==> config.mk <==
export PLATFORM = sky130hd
export DESIGN_NAME = cau_div_step
export DESIGN_NICKNAME = d
export VERILOG_FILES = /design/src/sv/assert_macros.svh /design/src/sv/cau_div_step.sv
export SDC_FILE = /design/constraint.sdc
export NUM_CORES = 1
export LEC_CHECK = 0
export BUFFER_PORTS_ARGS = -buffer_cell sky130_fd_sc_hd__buf_2
export CAP_MARGIN = 10
export CORE_ASPECT_RATIO = 0.8
export CORE_MARGIN = 2
export CORE_UTILIZATION = 44
export DETAILED_ROUTE_END_ITERATION = 10
export GPL_TIMING_DRIVEN = 0
export PLACE_DENSITY = 0.8
export SETUP_SLACK_MARGIN = 0.3
export SYNTH_ARGS = -nofsm -noshare
export SYNTH_HDL_FRONTEND = slang
export SYNTH_SLANG_ARGS = --single-unit
==> constraint.sdc <==
create_clock -name vclk -period 4.2
set_clock_uncertainty 0.15 [all_clocks]
set_input_delay 0.63 -clock vclk [all_inputs]
set_output_delay 0.63 -clock vclk [all_outputs]
set_load 0.05 [all_outputs]
==> src/sv/assert_macros.svh <==
`ifndef ASSERT_MACROS_SVH
`define ASSERT_MACROS_SVH

// Same-cycle implication checked on every rising clock edge outside reset.
`define CAU_ASSERT_IMP(lbl, clk, rst, ante, cons) \
  lbl: assert property (@(posedge clk) disable iff (rst) (ante) |-> (cons)) \
    else $error("assertion failed");

// Next-cycle implication checked on every rising clock edge outside reset.
`define CAU_ASSERT_NXT(lbl, clk, rst, ante, cons) \
  lbl: assert property (@(posedge clk) disable iff (rst) (ante) |=> (cons)) \
    else $error("assertion failed");

`endif

==> src/sv/cau_div_step.sv <==
`default_nettype none

module cau_div_step (
  input  wire logic [63:0] rem,
  input  wire logic        nbit,
  input  wire logic [63:0] den,
  input  wire logic [31:0] q,
  output logic      [63:0] rem_next,
  output logic      [31:0] q_next
);

  logic [64:0] trial;
  logic        ge;

  always_comb begin
    trial    = {rem, nbit};
    ge       = trial >= {1'b0, den};
    rem_next = ge ? 64'(trial - {1'b0, den}) : trial[63:0];
    q_next   = {q[30:0], ge};
  end

endmodule

`default_nettype wire

### Word-level counts from Yosys, hierarchy flattened

Cells that the tools add are included.

| storage, ports and cells | value |
|---|---|
| register bits after elaboration | 0 |
| input bits | 161 |
| output and inout port bits | 96 |

| operators by class | value |
|---|---|
| $add $sub $neg | 1 |
| muxes and demuxes | 1 |
| $lt $le $gt $ge | 1 |

Operators with widths:

| cell | number |
|---|---|
| $ge A65 B64 Y1 | 1 |
| $mux W64 | 1 |
| $sub A64 B64 Y64 | 1 |

### Depth between registers and ports, before layout

| logic depth | value |
|---|---|
| depth in word-level cells | 2 |
| depth in mapped cells | 15 |
| depth with buffers taken out | 13 |

### Worst setup path after synthesis

No wires, ideal clock.

| timing path | value |
|---|---|
| path type | input to output |
| start point | input port den[34] |
| end point | output port rem_next[0] |
| path buffers | 1 |
| stages on the path | 13 |
| path slack | -0.561 ns |
| arrival time | 3.981 ns |
| cells stage by stage | inv_1 -> ha_1 -> a21oi_2 -> o21bai_1 -> a21oi_1 -> o21ai_0 -> a221o_1 -> a41oi_2 -> o32ai_1 -> o311a_4 -> a31oi_4 -> buf_6 -> mux2i_1 |

| on the way | value |
|---|---|
| longest elaborated chain between the ends | 2 |

RTL lines:

| element | line | RTL |
|---|---|---|
| from (decl) | cau_div_step.sv:6 | `input wire logic [63:0] den,` |
| $ge A65 B64 Y1 | cau_div_step.sv:17 | `ge = trial >= {1'b0, den};` |
| $mux W64 | cau_div_step.sv:18 | `rem_next = ge ? 64'(trial - {1'b0, den}) : trial[63:0];` |
| to (decl) | cau_div_step.sv:8 | `output logic [63:0] rem_next,` |

Every way passes these cells.

### Worst setup path after layout

| timing path | value |
|---|---|
| start point | input port rem[41] |
| end point | output port rem_next[41] |

| on the way | value |
|---|---|
| longest elaborated chain between the ends | 2 |

RTL lines:

| element | line | RTL |
|---|---|---|
| from (decl) | cau_div_step.sv:4 | `input wire logic [63:0] rem,` |
| $ge A65 B64 Y1 | cau_div_step.sv:17 |  |
| $mux W64 | cau_div_step.sv:18 |  |

Every way passes these cells.

==> summary.md <==
| Metric | Value |
|---|---|
| Vias/cell | `roughly 5.7` |
| CP max FO | `5` |
| Layout area overhead | `64.32%` |
| IO buf count | `225` |
| Fin. Hold Viols | `0` |
| Max-slew violations | `0` |
| Crit path max-delay family | `compound AO/OA/AOI/OAI gates` |
| Wire length per cell | `around 16 um` |
| Dpl cell area | `6928 um^2` |
| Starting DRT DRC Count | `around 540` |
| FP Rows | `35` |
| Antenna Nets Post-Route | `0` |
| Vias | `~6.7k` |
| Register area | `0 um^2` |
| Ports | `257` |
| Layout clock buffer count | `0` |
| Syn Inst Count | `between 700 and 800` |
| GP Congestion | `~0.92` |
| Fmax | `218.0 MHz` |
| First-pass DRT Iterations | `5` |
| Initial antenna violation count | `0` |
| VDD IR max | `around 0.00023 V` |
| First-pass GRT wire length | `between 20000 and 30000 um` |
| Relative slew slack | `between 60% and 70%` |
| Netlist Area Pre-Place | `approximately 5200 um^2` |
| RSZ-0062 raised after global routing | `true` |
| Avg Cell Area, Syn | `a little under 7 um^2` |
| Hold depth | `2` |
| Final Instance Area | `about 8500 um^2` |
| Die Width | `approximately 130 um` |
| Critical path launch point type | `input port` |
| Starting Density | `44.98%` |
| Outcome | `finished with violations` |
| Layout cells sized above 1 | `between 40% and 50%` |
| Worst EP required | `around 3.4 ns` |
| Count of cell types in the netlist | `62` |
| Routed WL | `~19000 um` |
| Die area | `approximately 13000 um^2` |
| Final-stage net count | `1254` |
| Hold path start | `q[5]` |
| Number of remaining DRC errors | `0` |
| Floorplan core area | `approximately 11000 um^2` |
| Critical path cell sequence | `buf_2, ha_4, clkbuf_8, a21o_1, a21o_1, a21oi_2, o21ai_1, a21o_1, a21oi_2, o32ai_4, o311a_4, a31oi_4, buf_12, buf_12, buf_12, mux2_4, buf_8` |
| Least-Margin Pin Slew | `0.4881 ns` |
| Syn Nets | `979` |
| Endpoints failing setup | `64` |
| Failing checks | `setup timing` |
| Leak pwr | `roughly 4.3 nW` |
| Setup WS post-layout | `-0.3870 ns` |
| Tot GR Track Use | `approximately 28%` |
| Vert. Die Dim | `100.9 um` |
| Largest net degree at the start of global routing | `11` |
| Post-layout min period | `4.587 ns` |
| Total power | `2.239 mW` |
| Pwr dens | `~260 nW/um^2` |
| CP Capture Type | `output port` |
| Crit path DAT | `~3.8 ns` |
| WS Path Type | `in -> out` |
| Post-synthesis sequential area ratio | `0%` |
| Tightest Hold Check Type | `in -> out` |
| Vias in the first global route | `6357` |
| Bufs and invs on worst path | `6` |
| Antenna Cells | `0` |
| Slowest CP cell | `o311a_4` |
| DP HPWL | `13970 um` |
| Max cap viols | `0` |
| Hold path endpoint | `q_next[6]` |
| Most frequent cells in the layout | `buf_2, inv_1, nand2_1` |
| FF+latch count | `0` |
| Crit-path max cell delay | `between 0.3 and 0.4 ns` |
| Most common cell after layout, fill and taps aside | `buf_2` |
| Final period util | `109.2%` |
| Total grt overflow | `0` |
| Worst slack, placed | `-0.9639 ns` |
| Synth warnings | `0` |
per-layer routing:
layer	track usage [%]	up-vias	wire, um
met5	0	-	0
met4	4.872	0	428
met3	3.450	44	1649
met2	49.37	370	9235
met1	36.73	3065	8055
li1	-	3209	-
cell families after synthesis:
family	synth area share, %
adder cells (fa/ha/maj)	15.90
multiplexers	13.67
AO/OA/AOI/OAI	29.26
buffers and inverters	14.16
XOR/XNOR	10.01
AND/OR/NAND/NOR	16.99
timing repair:
action | in CTS | in global routing
hold buffers | 0 | 0
setup endpoints to repair | 65 | 65
pin swaps | 25 | 17
resized for setup | 258 | 36
gates cloned | 6 | 1
buffers inserted | 31 | 10
cell usage after synthesis (11+ instances only):
| library cell | count | area [um^2] |
|---|---|---|
| nand4_1 | 18 | 112.6 |
| ha_1 | 64 | 800.8 |
| nor2_1 | 29 | 108.9 |
| buf_4 | 32 | 240.2 |
| a31oi_1 | 13 | 81.33 |
| a21o_1 | 33 | 247.7 |
| o21ai_0 | 45 | 225.2 |
| xor2_1 | 24 | 210.2 |
| nand3_1 | 14 | 70.07 |
| a21oi_1 | 77 | 385.4 |
| inv_1 | 85 | 319.1 |
| nand2_1 | 69 | 259.0 |
| xnor2_1 | 35 | 306.5 |
| and3_1 | 11 | 68.82 |
| mux2_1 | 55 | 619.3 |
| clkbuf_1 | 25 | 93.84 |
metrics by stage:
stage / instances / TNS (ns) / hold WS [ns] / util [%]
6_report: 1174 / -21.76 / 1.411 / 73.91
5_1_grt: 1174 / -26.31 / 1.414 / 73.91
4_1_cts: 1163 / -19.94 / 1.412 / 71.93
3_5_place_dp: 1126 / -52.30 / 1.412 / 60.38
3_3_place_gp: 1126 / -51.60 / 1.412 / 60.38
2_1_floorplan: 753 / -1.920 / 1.277 / -
cell type report:
| class | count | area (um^2) |
|---|---|---|
| fill | 865 | 2993 |
| inverter | 85 | 336.6 |
| timing repair buffer | 273 | 2227 |
| buffer | 65 | 566.8 |
| tap | 148 | 185.2 |
| multi-input combinational | 603 | 5165 |
worst max path at each step:
| stage | start | endpoint | slack [ns] | cells past startpoint |
|---|---|---|---|---|
| final | rem[41] | rem_next[41] | -0.39 | 17 |
| after global routing | den[34] | rem_next[44] | -0.45 | 17 |
| after CTS | den[18] | rem_next[7] | -0.37 | 18 |
| after detailed placement | nbit | rem_next[62] | -0.96 | 15 |
| after global placement | nbit | rem_next[62] | -0.92 | 15 |
| after floorplan | den[18] | rem_next[0] | -0.07 | 14 |
power breakdown:
part	internal, mW	switching [mW]	total, mW
Clock	0	0	0
Sequential	0	0	0
Combinational	0.994	1.25	2.24
Total	0.994	1.25	2.24
Power figures use the tool's default switching activity.
